## config.mk

```make
export PLATFORM = sky130hd
export DESIGN_NAME = crc16_command_packet_framer
export DESIGN_NICKNAME = d
export VERILOG_FILES = /design/src/design/ccpf_pkg.sv /design/src/design/ccpf_front.sv /design/src/design/ccpf_queue.sv /design/src/design/ccpf_back.sv /design/src/design/crc16_command_packet_framer.sv
export SDC_FILE = /design/constraint.sdc
export NUM_CORES = 1
export LEC_CHECK = 0
export BUFFER_PORTS_ARGS = -buffer_cell sky130_fd_sc_hd__buf_2
export CAP_MARGIN = 5
export CORE_MARGIN = 1.5
export CORE_UTILIZATION = 54
export CTS_CLUSTER_DIAMETER = 50
export DETAILED_ROUTE_END_ITERATION = 7
export PLACE_DENSITY = 0.75
export SETUP_SLACK_MARGIN = 0.1
export SLEW_MARGIN = 20
export SYNTH_ARGS = -nofsm -noshare
export SYNTH_HDL_FRONTEND = slang
export SYNTH_SLANG_ARGS = --single-unit
```

## constraint.sdc

```tcl
create_clock -name clk -period 5.99 [get_ports clk]
set_input_delay 1.198 -clock clk [delete_from_list [all_inputs] [get_ports clk]]
set_output_delay 1.198 -clock clk [all_outputs]
set_load 0.01 [all_outputs]
```

## src/design/ccpf_pkg.sv

```systemverilog
// Shared types and constants for the CRC-16 command packet framer.
package ccpf_pkg;

  // Kind of work queued between the front and the back
  typedef enum logic [1:0] {
    CMD_HDR,
    CMD_HDR_ERR,
    CMD_DATA
  } cmd_kind_t;

  typedef struct packed {
    cmd_kind_t   kind;
    logic [7:0]  opcode;
    logic [7:0]  first_param;
    logic [15:0] second_param;
    logic [7:0]  data_len;
    logic [7:0]  data_byte;
  } cmd_t;

  typedef struct packed {
    logic full;
    logic not_empty;
  } q_stat_t;

  localparam int unsigned QDEPTH = 4;
  localparam int unsigned QAW    = $clog2(QDEPTH);

  localparam int unsigned PKT_OVERHEAD = 8;
  localparam logic [7:0]  WORD_ADDR_CMD = 8'h03;
  localparam logic [15:0] CRC_POLY      = 16'h8005;

  localparam logic [1:0] ERR_OK      = 2'd0;
  localparam logic [1:0] ERR_LEN     = 2'd1;
  localparam logic [1:0] ERR_NOFRAME = 2'd2;

endpackage

```

## src/design/ccpf_front.sv

```systemverilog
// Front end: accepts input items and classifies them into queued commands.
module ccpf_front #(
  parameter int unsigned MAX_PACKET_BYTES = 255
) (
  input  logic               in_valid,
  output logic               in_ready,
  input  logic               in_req_type,
  input  logic [7:0]         in_opcode,
  input  logic [7:0]         in_first_param,
  input  logic [15:0]        in_second_param,
  input  logic [7:0]         in_data_len,
  input  logic [7:0]         in_data_byte,
  input  ccpf_pkg::q_stat_t  q_stat,
  output logic               q_push,
  output ccpf_pkg::cmd_t     q_cmd
);
  import ccpf_pkg::*;

  localparam logic [7:0] LEN_LIMIT = 8'(MAX_PACKET_BYTES - PKT_OVERHEAD);

  assign in_ready = !q_stat.full;
  assign q_push   = in_valid && !q_stat.full;

  always_comb begin
    if (in_req_type) begin
      q_cmd.kind = CMD_DATA;
    end else if (in_data_len > LEN_LIMIT) begin
      q_cmd.kind = CMD_HDR_ERR;
    end else begin
      q_cmd.kind = CMD_HDR;
    end
    q_cmd.opcode       = in_opcode;
    q_cmd.first_param  = in_first_param;
    q_cmd.second_param = in_second_param;
    q_cmd.data_len     = in_data_len;
    q_cmd.data_byte    = in_data_byte;
  end

endmodule

```

## src/design/ccpf_queue.sv

```systemverilog
// Short command queue between the front end and the back end.
module ccpf_queue (
  input  logic               clk,
  input  logic               rst_n,
  input  logic               push,
  input  ccpf_pkg::cmd_t     push_cmd,
  input  logic               pop,
  output ccpf_pkg::cmd_t     head,
  output ccpf_pkg::q_stat_t  stat
);
  import ccpf_pkg::*;

  cmd_t           entries_r [QDEPTH];
  logic [QAW-1:0] wr_ptr_r;
  logic [QAW-1:0] rd_ptr_r;
  logic [QAW:0]   count_r;

  assign head           = entries_r[rd_ptr_r];
  assign stat.full      = (count_r == (QAW+1)'(QDEPTH));
  assign stat.not_empty = (count_r != '0);

  always_ff @(posedge clk) begin
    if (push) begin
      entries_r[wr_ptr_r] <= push_cmd;
    end
  end

  always_ff @(posedge clk) begin
    if (!rst_n) begin
      wr_ptr_r <= '0;
      rd_ptr_r <= '0;
      count_r  <= '0;
    end else begin
      if (push) begin
        wr_ptr_r <= (wr_ptr_r == QAW'(QDEPTH - 1)) ? '0 : wr_ptr_r + 1'b1;
      end
      if (pop) begin
        rd_ptr_r <= (rd_ptr_r == QAW'(QDEPTH - 1)) ? '0 : rd_ptr_r + 1'b1;
      end
      if (push && !pop) begin
        count_r <= count_r + 1'b1;
      end else if (pop && !push) begin
        count_r <= count_r - 1'b1;
      end
    end
  end

endmodule

```

## src/design/ccpf_back.sv

```systemverilog
// Back end: steps through each command, keeps the CRC, drives the output register.
module ccpf_back (
  input  logic               clk,
  input  logic               rst_n,
  input  ccpf_pkg::cmd_t     head,
  input  ccpf_pkg::q_stat_t  q_stat,
  output logic               q_pop,
  output logic               out_valid,
  input  logic               out_ready,
  output logic [7:0]         out_frame_byte,
  output logic               out_last,
  output logic               out_frame_end,
  output logic [1:0]         out_error_code
);
  import ccpf_pkg::*;

  function automatic logic [15:0] crc_feed(input logic [15:0] crc, input logic [7:0] b);
    logic [15:0] c;
    c = crc;
    for (int i = 0; i < 8; i++) begin
      if (b[i] != c[15]) begin
        c = {c[14:0], 1'b0} ^ CRC_POLY;
      end else begin
        c = {c[14:0], 1'b0};
      end
    end
    return c;
  endfunction

  cmd_t        cur_r;
  logic        active_r;
  logic [2:0]  step_r;
  logic [15:0] crc_r,  crc_nxt;
  logic [7:0]  left_r, left_nxt;
  logic        open_r, open_nxt;

  logic        ov_r;
  logic [7:0]  obyte_r;
  logic        olast_r, ofend_r;
  logic [1:0]  oerr_r;

  cmd_t        cmd;
  logic [2:0]  step;
  logic        sel_valid, adv, fin;
  logic [7:0]  e_byte;
  logic        e_last, e_fend;
  logic [1:0]  e_err;

  assign cmd       = active_r ? cur_r : head;
  assign step      = active_r ? step_r : 3'd0;
  assign sel_valid = active_r || q_stat.not_empty;
  assign adv       = sel_valid && (!ov_r || out_ready);
  assign q_pop     = adv && !active_r;

  always_comb begin
    e_byte   = '0;
    e_last   = 1'b0;
    e_fend   = 1'b0;
    e_err    = ERR_OK;
    fin      = 1'b0;
    crc_nxt  = crc_r;
    left_nxt = left_r;
    open_nxt = open_r;
    case (cmd.kind)
      CMD_HDR_ERR: begin
        e_last   = 1'b1;
        e_err    = ERR_LEN;
        fin      = 1'b1;
        crc_nxt  = '0;
        left_nxt = '0;
        open_nxt = 1'b0;
      end
      CMD_HDR: begin
        case (step)
          3'd0: begin
            e_byte   = WORD_ADDR_CMD;
            crc_nxt  = '0;
            left_nxt = '0;
            open_nxt = 1'b0;
          end
          3'd1: begin
            e_byte  = 8'(cmd.data_len + 8'(PKT_OVERHEAD - 1));
            crc_nxt = crc_feed(crc_r, e_byte);
          end
          3'd2: begin
            e_byte  = cmd.opcode;
            crc_nxt = crc_feed(crc_r, e_byte);
          end
          3'd3: begin
            e_byte  = cmd.first_param;
            crc_nxt = crc_feed(crc_r, e_byte);
          end
          3'd4: begin
            e_byte  = cmd.second_param[7:0];
            crc_nxt = crc_feed(crc_r, e_byte);
          end
          3'd5: begin
            e_byte  = cmd.second_param[15:8];
            crc_nxt = crc_feed(crc_r, e_byte);
            if (cmd.data_len != '0) begin
              e_last   = 1'b1;
              fin      = 1'b1;
              left_nxt = cmd.data_len;
              open_nxt = 1'b1;
            end
          end
          3'd6: begin
            e_byte = crc_r[7:0];
          end
          default: begin
            e_byte   = crc_r[15:8];
            e_last   = 1'b1;
            e_fend   = 1'b1;
            fin      = 1'b1;
            crc_nxt  = '0;
            left_nxt = '0;
            open_nxt = 1'b0;
          end
        endcase
      end
      CMD_DATA: begin
        case (step)
          3'd0: begin
            if (!open_r) begin
              e_last = 1'b1;
              e_err  = ERR_NOFRAME;
              fin    = 1'b1;
            end else begin
              e_byte   = cmd.data_byte;
              crc_nxt  = crc_feed(crc_r, e_byte);
              left_nxt = left_r - 1'b1;
              if (left_r != 8'd1) begin
                e_last = 1'b1;
                fin    = 1'b1;
              end
            end
          end
          3'd1: begin
            e_byte = crc_r[7:0];
          end
          default: begin
            e_byte   = crc_r[15:8];
            e_last   = 1'b1;
            e_fend   = 1'b1;
            fin      = 1'b1;
            crc_nxt  = '0;
            left_nxt = '0;
            open_nxt = 1'b0;
          end
        endcase
      end
      default: begin
        fin = 1'b1;
      end
    endcase
  end

  always_ff @(posedge clk) begin
    if (!rst_n) begin
      active_r <= 1'b0;
      step_r   <= '0;
      crc_r    <= '0;
      left_r   <= '0;
      open_r   <= 1'b0;
      ov_r     <= 1'b0;
    end else begin
      if (adv) begin
        crc_r  <= crc_nxt;
        left_r <= left_nxt;
        open_r <= open_nxt;
        ov_r   <= 1'b1;
        if (fin) begin
          active_r <= 1'b0;
        end else begin
          active_r <= 1'b1;
          step_r   <= step + 1'b1;
        end
        if (!active_r) begin
          cur_r <= head;
        end
        obyte_r <= e_byte;
        olast_r <= e_last;
        ofend_r <= e_fend;
        oerr_r  <= e_err;
      end else if (out_ready) begin
        ov_r <= 1'b0;
      end
    end
  end

  assign out_valid      = ov_r;
  assign out_frame_byte = obyte_r;
  assign out_last       = olast_r;
  assign out_frame_end  = ofend_r;
  assign out_error_code = oerr_r;

endmodule

```

## src/design/crc16_command_packet_framer.sv

```systemverilog
// CRC-16 command packet framer: top level joining front end, queue and back end.
// Path: when the back end is idle, an item's first byte goes through the queue write,
//   then the output register.
// Throughput: one output byte per cycle from the back end's sequencer while out_ready does
//   not stall it; a data item emits one byte (three when it closes the frame with its CRC),
//   a header six (eight with an empty payload), a rejected item one.
module crc16_command_packet_framer #(
  parameter int unsigned MAX_PACKET_BYTES = 255
) (
  input  logic        clk,
  input  logic        rst_n,
  input  logic        in_valid,
  output logic        in_ready,
  input  logic        in_req_type,
  input  logic [7:0]  in_opcode,
  input  logic [7:0]  in_first_param,
  input  logic [15:0] in_second_param,
  input  logic [7:0]  in_data_len,
  input  logic [7:0]  in_data_byte,
  output logic        out_valid,
  input  logic        out_ready,
  output logic [7:0]  out_frame_byte,
  output logic        out_last,
  output logic        out_frame_end,
  output logic [1:0]  out_error_code
);
  import ccpf_pkg::*;

  // Reset: synchronous, active low; clears the queue, the open frame, CRC and output valid.

  // Handshake between the parts: front pushes classified commands, back pops them.
  q_stat_t q_stat;
  logic    q_push;
  logic    q_pop;
  cmd_t    q_cmd;
  cmd_t    q_head;

  // Front end: classify each item (header, oversize header, data byte).
  ccpf_front #(
    .MAX_PACKET_BYTES (MAX_PACKET_BYTES)
  ) u_front (
    .in_valid        (in_valid),
    .in_ready        (in_ready),
    .in_req_type     (in_req_type),
    .in_opcode       (in_opcode),
    .in_first_param  (in_first_param),
    .in_second_param (in_second_param),
    .in_data_len     (in_data_len),
    .in_data_byte    (in_data_byte),
    .q_stat          (q_stat),
    .q_push          (q_push),
    .q_cmd           (q_cmd)
  );

  // Queue: decouple intake from the multi-byte header and CRC tail sequences.
  ccpf_queue u_queue (
    .clk      (clk),
    .rst_n    (rst_n),
    .push     (q_push),
    .push_cmd (q_cmd),
    .pop      (q_pop),
    .head     (q_head),
    .stat     (q_stat)
  );

  // Back end: emit bytes, track the open frame and run the CRC.
  ccpf_back u_back (
    .clk            (clk),
    .rst_n          (rst_n),
    .head           (q_head),
    .q_stat         (q_stat),
    .q_pop          (q_pop),
    .out_valid      (out_valid),
    .out_ready      (out_ready),
    .out_frame_byte (out_frame_byte),
    .out_last       (out_last),
    .out_frame_end  (out_frame_end),
    .out_error_code (out_error_code)
  );

  // A packet end always closes its item.
  a_fend_last: assert property (@(posedge clk) disable iff (!rst_n)
    out_valid && out_frame_end |-> out_last)
    else $error("frame end without last");

  // Error results are single zero bytes that never end a packet.
  a_err_form: assert property (@(posedge clk) disable iff (!rst_n)
    out_valid && (out_error_code != ERR_OK) |->
      out_last && !out_frame_end && (out_frame_byte == 8'h00))
    else $error("malformed error result");

  // Never pop an empty queue.
  a_pop_nonempty: assert property (@(posedge clk) disable iff (!rst_n)
    q_pop |-> q_stat.not_empty)
    else $error("pop from empty queue");

  // Never push into a full queue.
  a_push_room: assert property (@(posedge clk) disable iff (!rst_n)
    q_push |-> !q_stat.full)
    else $error("push into full queue");

endmodule

```

Word-level counts from Yosys, hierarchy flattened
Memory sizes are Yosys's and may differ from the RTL's. A register that Yosys moved wholly into a read port is not among the register bits.
Cells that the tools add are included.
- RAM bits: 200
- memories kept: 1
- logic and storage cells: 350
- output and inout port bits: 14
- bits in registers: 99
- input port bits: 53
- magnitude comparators: 1
- add/sub/neg operators: 7
- equality and inequality tests: 66
- muxes and demuxes: 184
- bitwise gates (word level): 44
- reductions and logical operators: 28
- memories (name ; words ; width ; rd ports ; clocked after Yosys merged registers in ; write ports ; line ; RTL):
    u_queue.entries_r ; 4 ; 50 ; 1 ; 1 ; 1 ; ccpf_queue.sv:13 ; cmd_t entries_r [QDEPTH];
- operators with widths (kind ; count):
    $mux 16 ; 140
    $not 3->3 ; 43
    $pmux 16 s6 ; 1
    $pmux 8 s2 ; 4
    $pmux 8 s7 ; 1
    $mux 50 ; 1
    $ne 1x1->1 ; 48
    $pmux 16 s3 ; 1
    $pmux 16 s2 ; 1
    $mux 8 ; 3
    $pmux 8 s3 ; 1
    $mux 2 ; 7
    $mux 1 ; 13
    $eq 3x3->1 const B ; 4
    $pmux 1 s2 ; 5
    $reduce_and 5->1 ; 2
    $mux 3 ; 3
    $add 8x3->8 const B ; 1
    $gt 8x8->1 const B ; 1
    $ne 2x2->1 const B ; 4
    $ne 8x1->1 const B ; 1
    $reduce_bool 8->1 ; 1
    $sub 8x1->8 const B ; 1
    $reduce_or 7->1 ; 1
    other kinds (23) ; 42

Longest topological paths before layout
Gate-level depths: netlist (run 1).
- word-level depth: 41
- gate-level depth with buffers: 19
- gate-level depth less buffers: 13

Modules after synthesis
A second synthesis (run 1) with hierarchy kept.
- cell total of the unflattened synthesis: 1068
- area, all modules: 15346.0 um^2
- modules (own cells, without submodules) (module ; cells each ; sequential area each (um^2) ; area an instance (um^2) ; instances):
    ccpf_queue ; 306 ; 6185.9 ; 7731.2 ; 1
    ccpf_back ; 708 ; 2462.4 ; 7220.7 ; 1
    ccpf_front ; 54 ; 0.0 ; 394.1 ; 1

Least setup slack after synthesis (run 1)
Ideal clock, no wire load.
- path kind: input-to-reg
- start point: input port rst_n
- end point: register u_back.cur_r[0] in the netlist's numbering (enable)
- path slack: 1.300 ns
- stages: 3
- library setup time: 0.482 ns
- arrival time: 4.208 ns
- buffers on the path: 1
- required time: 5.508 ns
- cells stage by stage: clkinv_1 -> clkbuf_1 -> nor2_1
- cells in the longest elaborated chain, start to end: 1
- ends and longest elaborated chain (item ; line ; RTL):
    from (decl) ; crc16_command_packet_framer.sv:11 ; input logic rst_n,
    $reduce_and 2->1 (no source line) ; -- ;
    to (signal assigned) ; ccpf_back.sv:179 ; cur_r <= head;
    to (decl) ; ccpf_back.sv:30 ; cmd_t cur_r;
No other way between the ends.
A chain may end at the register's enable or synchronous reset.

Final worst setup path (run 1)
- start point: register u_back.active_r
- end point: register u_back.crc_r[1]
- cells in the longest elaborated chain, start to end: 40
- elaborated cells on any way between the ends: 205
- those cells by class: add/sub (1); eq/ne (53); mux (145); reduce/logical (6)
- ends and longest elaborated chain (item ; line ; RTL):
    from (decl) ; ccpf_back.sv:31 ; logic active_r;
    from (signal assigned) ; ccpf_back.sv:160 ; active_r <= 1'b0;
    from (signal assigned) ; ccpf_back.sv:173 ; active_r <= 1'b0;
    from (signal assigned) ; ccpf_back.sv:175 ; active_r <= 1'b1;
    $mux 50 ; -- ;
    $ne 1x1->1 ; ccpf_back.sv:21 ; if (b[i] != c[15]) begin
    $mux 16 ; ccpf_back.sv:21 ;
    $mux 16 ; ccpf_back.sv:124 ; if (!open_r) begin
    $mux 16 ; ccpf_back.sv:122 ; case (step)
    $mux 16 ; ccpf_back.sv:64 ; case (cmd.kind)
    $ne 1x1->1 ; ccpf_back.sv:21 ;
    $mux 16 ; ccpf_back.sv:21 ;
    [24 not listed] ; -- ;
    $mux 16 ; ccpf_back.sv:21 ;
    $mux 16 ; ccpf_back.sv:124 ;
    $mux 16 ; ccpf_back.sv:122 ;
    $mux 16 ; ccpf_back.sv:64 ;
    $mux 16 ; ccpf_back.sv:21 ;
    $mux 16 ; ccpf_back.sv:124 ;
    $pmux 16 s2 ; ccpf_back.sv:122 ;
    $pmux 16 s3 ; ccpf_back.sv:64 ;
    to (signal assigned) ; ccpf_back.sv:168 ; crc_r <= crc_nxt;
    to (decl) ; ccpf_back.sv:33 ; logic [15:0] crc_r, crc_nxt;
Parallel ways exist; a longest one is shown, timed or not. The select of a mux whose other input is x is not followed.

==> metrics, run 1 <==
period utilization=between 70% and 80%; Port Buf Inserts=66; reg2reg start=u_back.active_r; number of iterations in the first detailed-routing pass=7; Post-Syn Nets=around 1200; synthesis-stage register bit count=301; hpwl dp=~25 mm; share of cells above drive strength 1=~18%; Filler Cells Inserted=2023; Total Neg Setup Slack=0 ns; kind of critical path=flip-flop to flip-flop; DRC viols=0; first-pass GRT wire length=56.1 mm; Power Total=11.4 mW; Pleak=slightly above 6 nW; final net count=~1200; Least-Margin Pin Slew=1.20 ns; cell with the most instances after synthesis=edfxtp_1; clk_skew=0.0135 ns; f_max=232 MHz; Chip Width=approximately 170 um; HP Start=u_back.out_valid; status=complete, no violations; Clock Sinks=301; final setup fails=0; post-layout instance count excluding filler cells=1577; Slew HR=between 10% and 20%; DP Cell Count=1511; CTS Buf Count=36; number of H-tree levels=2; top cells by count, synth=edfxtp_1, xnor2_1, nand2_1; CP required=roughly 6.4 ns; Clock Tree Root=clkbuf_16; Post-Syn Area per Cell=about 14 um2; max cap viols=0; num ports=67; FFs w/ async S/R, synth=0%; Synth area leaders=edfxtp_1, xnor2_1, dfxtp_1; Max IR drop VDD=between 0.3 and 0.4 mV; initial antenna violation count=0; Startpoint Class=flip-flop; ANT cells=0; Setup WS pre-CTS=around 1.7 ns; max incr delay on CP=0.82 ns; WL/cell=23.2 um; Placement Cell Area=approximately 16000 um2; post-synth cell types=76; # hold bufs at CTS=0; Post-Syn Instances=1108; Area Growth Syn to Fin=12.6%; Worst setup startpoint=u_back.active_r; largest net degree at the start of global routing=61; worst min path class=flip-flop to flip-flop; critical path endpoint category=flip-flop; Max clock buf depth=3; core region area=27100 um2; Post-synth EDFFs=262; most used cell, CP=xor2_1; Total Routing Usage GR=about a quarter; Hold WS=roughly 0.47 ns; CTS clk-pin slew, worst paths=0.06 ns; initial drt markers=1165; Max Slew Vio Count=0; Die Y=~170 um; maximum fanout along the worst path=30; largest area contributor in the netlist=edfxtp_1; Cell Area, Synth=between 10000 and 15000 um2; register area=slightly below 9000 um2; crit-path cells=buf_4, nor2b_1, a22oi_1, nand2_1, ha_1, xor2_1, xor2_2, xor2_1, xor3_2, xnor2_1, a221oi_1, o21ai_0, nor3b_1; CP max stage cell=nor2b_1; antenna-violating nets left=0; starting density of the core=55.3%; drt via density=5.94; Pwr per Cell Area=679 nW/um2; area occupied by multi-input gates=between 5000 and 6000 um2; post-route cell area=16900 um2; CTS tree=done; GP Congestion=0.962; setup bufs post-CTS=0; minimum clock period=4.32 ns; Clk Latency, worst-skew pair=between 0.5 and 0.6 ns; total gr overflow=0; via count=9374; Final Hold Viols=0; register area share after synthesis=57.7%; Post-synth top flop=edfxtp_1; PostCTS Resize Cnt=0; RSZ-0062 raised after global routing=no; FP Rows=60; final core occ=between 60 and 70%; Final WS setup=1.67 ns; Worst Path Arrival=4.72 ns; Die ar.=about 29000 um2; Synthesis Warnings=0; post-synth top area share=52.5%; vias in the first global route=9302; final wirelength=36.5 mm
[metal layers]
metal	routed length, um	GRT usage, %	up-vias
met5	0	0	-
met1	16200	38.5	4679
li1	-	-	4286
met2	16900	40.7	348
met4	898	7.39	0
met3	2520	4.43	61
[placed cells by master (no fill, tap or decap), types with 4 or more instances in the layout]
master	Yosys	layout
xnor3_1	10	10
a211oi_1	8	8
o211ai_1	5	5
o22ai_1	25	25
a222oi_1	6	6
mux2i_1	43	43
clkinv_2	0	4
inv_8	0	4
buf_4	3	22
nor2_1	67	66
mux4_2	20	20
o221ai_1	5	5
nand3_1	17	17
mux2_2	15	15
mux4_1	18	18
a21oi_1	47	47
xor2_1	50	50
ha_1	18	18
buf_2	13	66
mux2i_2	6	6
o21ai_0	27	27
xnor2_2	5	5
a22oi_1	12	12
and2_1	6	6
nand2b_1	10	10
dfxtp_1	39	37
nor3_1	7	7
edfxtp_1	262	262
nand2_1	94	94
a221o_1	5	5
xnor2_1	96	96
nor2b_1	9	9
clkinv_1	1	8
and3_2	0	4
inv_1	43	43
clkbuf_16	0	37
nor4_1	4	4
a221oi_1	8	8
[path summary, 6_finish.rpt]
kind,end,slack [ns],cells past startpoint
setup / recovery,u_back.crc_r[1],1.67,13
hold / removal,u_back.out_valid,0.47,2
setup reg to reg,u_back.crc_r[1],1.67,13
hold reg to reg,u_back.out_valid,0.47,2
[cell type report]
class,instances,share of cell area (%)
sequential,301,51.3
multi-input combinational,704,34.8
clock buffer,40,5.56
timing repair buffer,89,3.06
tap,372,2.76
clock inverter,26,1.48
inverter,45,1.00
[logic make-up after synthesis]
kind of cell | count (synthesis) | share of synthesized area (%)
AO/OA/AOI/OAI | 178 | 8.15
XOR/XNOR | 166 | 11.3
adder cells (fa/ha/maj) | 19 | 1.64
buffers and inverters | 103 | 3.10
flip-flops | 301 | 57.7
multiplexers | 103 | 10.8
AND/OR/NAND/NOR | 238 | 7.20
[state kept, by name, indices dropped and copies added (netlist names), named ones only]
| register | flops |
|---|---|
| u_back.out_error_code | 2 |
| u_back.step_r | 3 |
| u_back.left_r | 8 |
| u_back.open_r | 1 |
| u_back.out_frame_byte | 8 |
| u_queue.rd_ptr_r | 2 |
| u_back.out_valid | 1 |
| u_back.active_r | 1 |
| u_queue.wr_ptr_r | 2 |
| u_back.cur_r | 50 |
| u_queue.count_r | 3 |
| u_back.crc_r | 16 |
| u_back.out_frame_end | 1 |
| u_queue.entries_r | 200 |
| u_back.out_last | 1 |
[report_power, final]
part	switching [mW]	leakage, nW	total [mW]	internal, mW
registers	0.218	2.73	3.00	2.78
clock network	0.893	0.576	2.14	1.25
logic	3.56	2.80	6.31	2.75
[critical path, delay by kind of cell, from the launching register on]
| family | cells | cell delay [ns] |
|---|---|---|
| adders and majority gates | 1 | 0.26 |
| AOI/OAI and AO/OA | 3 | 0.63 |
| DFF | 1 | 0.31 |
| buffers and inverters | 1 | 0.25 |
| and+or+nand+nor | 3 | 1.23 |
| xor gates and xnor gates | 5 | 1.50 |
No activity file was read; power rests on OpenSTA's default activity.
==> run 2, diff against run 1 <==
Settings changed: ABC_AREA set to 1, PLACE_DENSITY 0.75 to 0.78.
Clock period 5.99 ns to 3.7 ns, I/O delays scaled along.
==> metrics, run 2 <==
WL/cell=20.3 um (-12%); total gr overflow=0 (unchanged); Post-synth top flop=edfxtp_1; GP Congestion=1.01 (+4.5%); num ports=67 (unchanged); Max clock buf depth=3 (unchanged); Post-Syn Nets=1794 (+52%); first-pass GRT wire length=68.8 mm (+23%); FFs w/ async S/R, synth=0% (unchanged); Post-synth EDFFs=262 (unchanged); Synthesis Warnings=0 (unchanged); Die Y=174 um (+2.5%); initial drt markers=1403 (+20%); Post-Syn Area per Cell=9.15 um2 (-32%); final wirelength=45.4 mm (+24%); Startpoint Class=flip-flop; share of cells above drive strength 1=16.0% (-1.9 points); final net count=1897 (+52%); core region area=28700 um2 (+5.9%); vias in the first global route=12200 (+31%); period utilization=89.0% (+17 points); final setup fails=0 (unchanged); most frequent cells in the layout=nand2_1, edfxtp_1, nor2_1; post-layout instance count excluding filler cells=2233 (+42%); initial antenna violation count=0 (unchanged); Total Neg Setup Slack=0 ns (unchanged); Chip Width=174 um (+2.5%); Final Hold Viols=0 (unchanged); Synth area leaders=edfxtp_1, nand2_1, nand3_1; Filler Cells Inserted=2263 (+12%); worst min path class=primary input to flip-flop; Slew HR=38.9% (+19 points); CP max stage cell=dfxtp_4; Clock Tree Root=clkbuf_16; Cell Area, Synth=15800 um2 (+5.2%); ANT cells=0 (unchanged); DRC viols=0 (unchanged); f_max=304 MHz (+31%); max incr delay on CP=0.41 ns (-0.41 ns); Placement Cell Area=16700 um2 (+6.8%); largest area contributor in the netlist=edfxtp_1; Worst Path Arrival=3.69 ns (-1.03 ns); commonest non-fill, non-tap cell in the layout=nand2_1; Max Slew Vio Count=0 (unchanged); max cap viols=0 (unchanged); Total Routing Usage GR=29.8% (+3.5 points); Area Growth Syn to Fin=15.0%; status=complete, no violations; antenna-violating nets left=0 (unchanged); Clk Latency, worst-skew pair=0.53 ns (about the same); hpwl dp=31.3 mm (+25%); CP required=4.10 ns (-2.29 ns); synthesis-stage register bit count=301 (unchanged); kind of critical path=flip-flop to flip-flop; Port Buf Inserts=66 (unchanged); top flop regs=u_queue.entries_r x200, u_back.cur_r x50, u_back.crc_r x16; crit-path cells=buf_12, buf_4, nor2_1, nor2_1, o21ai_1, a21oi_4, xor2_4, inv_1, nand3_1, nand3_1, nand2_2, nand2_1, nand2_2, nand2_2, nand3_1, nand3_1, nand3_1, nand3_1, o21bai_1, nand2_1, nand2_1, a21oi_2; number of iterations in the first detailed-routing pass=6 (-1); CTS clk-pin slew, worst paths=0.06 ns (about the same); DP Cell Count=2162 (+43%); Die ar.=30200 um2 (+5.1%); Post-Syn Instances=1722 (+55%); RSZ-0062 raised after global routing=no; drt via density=5.86 (-1.5%); FP Rows=62 (+3.3%); top cells by count, synth=nand2_1, edfxtp_1, nor2_1; post-synth cell types=54 (-29%); Clock Sinks=301 (unchanged); most used cell, CP=nand3_1; clk_skew=0.0129 ns (-0.000627 ns); number of H-tree levels=2 (unchanged); largest reg by FF count=u_queue.entries_r; cell with the most instances after synthesis=nand2_1; CTS Buf Count=36 (unchanged); maximum fanout along the worst path=11 (-63%); CTS tree=done; max reg flops=200 (unchanged); Least-Margin Pin Slew=0.904 ns (-0.293 ns); via count=13100 (+39%); largest net degree at the start of global routing=64 (+4.9%); post-synth top area share=49.9% (-2.6 points); post-route cell area=18100 um2 (+7.5%); starting density of the core=54.9% (-0.35 points); critical path endpoint category=flip-flop; minimum clock period=3.29 ns (-1.02 ns); register area share after synthesis=54.9% (-2.9 points)
-- run 2: cell types whose count changed after synthesis, sizes merged, moves of 26 or more --
| cell | delta |
|---|---|
| nand2 | +330 |
| nand3 | +157 |
| o21ai | +128 |
| inv | +118 |
| nor2 | +118 |
| xnor2 | -99 |
| mux2i | -49 |
| mux4 | -38 |
| buf | +26 |
-- run 2: metrics by stage --
step	hold WS (ns)	setup WS, ns	utilization, %
2_1_floorplan	0.441	0.230	-
3_3_place_gp	0.453	0.362	58.3
3_5_place_dp	0.464	0.217	58.3
4_1_cts	0.410	0.196	62.4
5_1_grt	0.416	0.0913	63.2
6_report	0.420	0.408	63.2
-- run 2: layout make-up --
| cell class | instances | area [um2] | share of cell area, % |
|---|---|---|---|
| clock buffer | 45 | 976 | 5.38 |
| timing repair buffer | 136 | 1070 | 5.92 |
| multi-input combinational | 1186 | 6120 | 33.8 |
| inverter | 164 | 627 | 3.46 |
| clock inverter | 17 | 198 | 1.09 |
| sequential | 301 | 8650 | 47.7 |
| tap | 384 | 480 | 2.65 |
-- run 2: cells by family after synthesis --
logic type | Yosys count | share of synthesized area (%)
AOI/OAI and AO/OA | 305 | 12.1
xor gates and xnor gates | 37 | 2.25
adders and majority gates | 19 | 1.56
buffers and inverters | 235 | 6.93
DFF | 301 | 54.9
and+or+nand+nor | 825 | 22.3
-- run 2: final timing paths --
kind / start / endpoint / slack, ns / depth (start not counted)
hold / removal: in_data_byte[5] / u_queue.entries_r[0][5] / 0.42 / 1
setup / recovery: flip-flop / u_back.crc_r[15] / 0.41 / 22
setup reg to reg: flip-flop / u_back.crc_r[15] / 0.41 / 22
hold reg to reg: u_back.step_r[1] / u_back.step_r[1] / 0.47 / 2
-- run 2: per-layer routing --
layer  part of all wire [%]  up-vias  track usage (%)
li1                       -     6104                -
met1                     42     6259             41.7
met2                     45      606             46.4
met3                    9.1      107             5.29
met4                    4.2        0             11.6
met5                      0        -                0
-- run 2: critical path, delay by kind of cell, from the launching register on --
kind | cells | cell delay [ns]
simple gates | 14 | 1.42
compound gates | 4 | 0.60
xor+xnor | 1 | 0.26
flops | 1 | 0.41
buf+inv | 3 | 0.44
-- run 2: what timing repair did --
| action | CTS | global route |
|---|---|---|
| resized for setup | 0 | 19 |
| hold buffers | 0 | 0 |
| endpoints found under the setup margin | 0 | 19 |
| setup buffers | 0 | 6 |
Power of run 2 is left out: the tool's default activity adds up to more than one toggle a clock period on the data nets, which glitch-free logic cannot reach.
==> run 3, diff against run 2 <==
Settings changed: ABC_AREA 1 to not set.
==> metrics, run 3 (synthesized netlist as in run 1, its figures left out) <==
largest net degree at the start of global routing=51 (-20%); Max IR drop VDD=roughly 0.57 mV; Clk Latency, worst-skew pair=0.51 ns (-0.02 ns); CTS clk-pin slew, worst paths=0.06 ns (about the same); max incr delay on CP=0.46 ns (+0.05 ns); CP required=4.13 ns (+0.03 ns); largest reg by FF count=u_queue.entries_r; CTS tree=done; Total Neg Setup Slack=0 ns (unchanged); total gr overflow=0 (unchanged); period utilization=94.3% (+5.3 points); antenna-violating nets left=0 (unchanged); WP buf/inv=2 (-1); Die Y=170 um (-2.5%); initial antenna violation count=0 (unchanged); Least-Margin Pin Slew=0.860 ns (-0.0437 ns); maximum fanout along the worst path=13 (+2); Pleak=6.41 nW; max cap viols=0 (unchanged); commonest non-fill, non-tap cell in the layout=edfxtp_1; share of cells above drive strength 1=22.4% (+6.4 points); DRC viols=0 (unchanged); Placement Cell Area=16200 um2 (-3.5%); Worst path top cell family by delay=XOR/XNOR gates; worst r2r path cells=12 (-45%); clk_skew=0.0146 ns (+0.00171 ns); reg2reg setup slack=0.21 ns (-0.20 ns); initial drt markers=1198 (-15%); ANT cells=0 (unchanged); post-route cell area=17400 um2 (-4.2%); kind of critical path=flip-flop to flip-flop; starting density of the core=55.3% (+0.35 points); Worst Path Arrival=3.92 ns (+0.23 ns); CP max stage cell=dfxtp_4; final wirelength=37.0 mm (-19%); crit-path cells=buf_12, buf_6, mux2_2, xnor2_1, a21oi_1, o21a_2, xnor3_2, xnor2_2, xnor3_1, o21ai_0, o311ai_1, o211ai_1; first-pass GRT wire length=56.1 mm (-18%); top routing layer in use=met4; final net count=1310 (-31%); Area Growth Syn to Fin=16.0%; CTS Buf Count=35 (-2.8%); critical path endpoint category=flip-flop; final setup fails=0 (unchanged); HP Start=in_data_len[1]; max reg flops=200 (unchanged); Pwr per Cell Area=around 1100 nW/um2; met3 wire len=2.84 mm (-32%); RSZ-0062 raised after global routing=no; Die ar.=28700 um2 (-4.9%); via count=9699 (-26%); FP Rows=60 (-3.2%); Total Routing Usage GR=26.2% (-3.6 points); WL/cell=22.6 um (+11%); Max clock buf depth=3 (unchanged); worst-case hold path end point=u_queue.entries_r[1][9]; Port Buf Inserts=66 (unchanged); status=complete, no violations; minimum clock period=3.49 ns (+0.196 ns); Slew HR=42.2% (+3.4 points); Startpoint Class=flip-flop; wire length on met1=16.2 mm (-14%); most frequent cells in the layout=edfxtp_1, nand2_1, xnor2_1; number of H-tree levels=2 (unchanged); Max Slew Vio Count=0 (unchanged); Clock Tree Root=clkbuf_16; top flop regs=u_queue.entries_r x200, u_back.cur_r x50, u_back.crc_r x16; Chip Width=170 um (-2.5%); Final Hold Viols=0 (unchanged); vias in the first global route=9643 (-21%); core region area=27100 um2 (-5.6%); Filler Cells Inserted=2018 (-11%); Clock Sinks=301 (unchanged); hpwl dp=26.4 mm (-16%); number of iterations in the first detailed-routing pass=7 (+1); met2 WL=17.2 mm (-16%); drt via density=5.93 (+1.2%); worst r2r dst=u_back.crc_r[15]; num ports=67 (unchanged); GP Congestion=1.01 (+0.44%); hold path depth=1 (unchanged); worst min path class=primary input to flip-flop; f_max=287 MHz (-5.6%)
## run 3: cell count changes in the layout (fill, tap and decap cells not counted), sizes merged, moves of 17 or more
cell / delta
nand3: -157
mux4: +38
buf: +17
xnor2: +99
o21ai: -128
nand2: -330
inv: -113
mux2i: +49
nor2: -118
## run 3: repair_timing
action	in CTS	in global routing
buffers inserted	0	3
resized for setup	4	6
pin swaps	0	1
setup endpoints to repair	1	5
hold buffers	0	0
cloned	0	1
## run 3: per-stage QoR
step	total power, mW	setup slack [ns]	cells	hold WS [ns]	utilization, %
after floorplan	12.6	0.217	1108	0.458	-
after global placement	15.2	-0.00830	1569	0.463	59.6
after detailed placement	15.3	0.00560	1569	0.475	59.6
after CTS	18.8	0.127	1632	0.422	63.8
after global routing	20.0	0.0475	1636	0.433	64.1
final	18.9	0.212	1636	0.436	64.1
## run 3: metal layers
layer  global-route usage (%)  up-vias
met5                        0        -
met4                     6.85        0
met3                     4.59       64
met2                     40.8      400
met1                     38.3     4829
li1                         -     4406
## run 3: worst register-to-register path: cells and delay by family (launching register included)
kind / cells / cell delay [ns]
flops: 1 / 0.46
mux: 1 / 0.40
xor+xnor: 4 / 1.16
compound gates: 5 / 0.98
buf+inv: 2 / 0.42
## run 3: how the worst max path moves through the flow
| stage | to | depth (start not counted) |
|---|---|---|
| after floorplan | u_back.step_r[1] | 16 |
| after global placement | u_back.crc_r[15] | 12 |
| after detailed placement | u_back.crc_r[15] | 12 |
| after CTS | u_back.crc_r[15] | 12 |
| after global routing | u_back.crc_r[15] | 12 |
| final | u_back.crc_r[15] | 12 |
## run 3: final cells by class
type                    instances  area [um2]  share of cell area (%)
flip-flops and latches        301        8650                    49.8
multi-input cells             704        5920                    34.1
repair buffers                151        1040                    5.98
clock buffers                  39         901                    5.19
well taps                     372         465                    2.68
clock inverters                24         221                    1.27
inverters                      45         169                   0.972
## run 3: power by group
group / leakage, nW / total, mW / internal [mW] / switching [mW]
Clock: 0.541 / 3.32 / 1.93 / 1.38
Combinational: 3.13 / 10.8 / 4.99 / 5.81
Sequential: 2.73 / 4.83 / 4.50 / 0.339
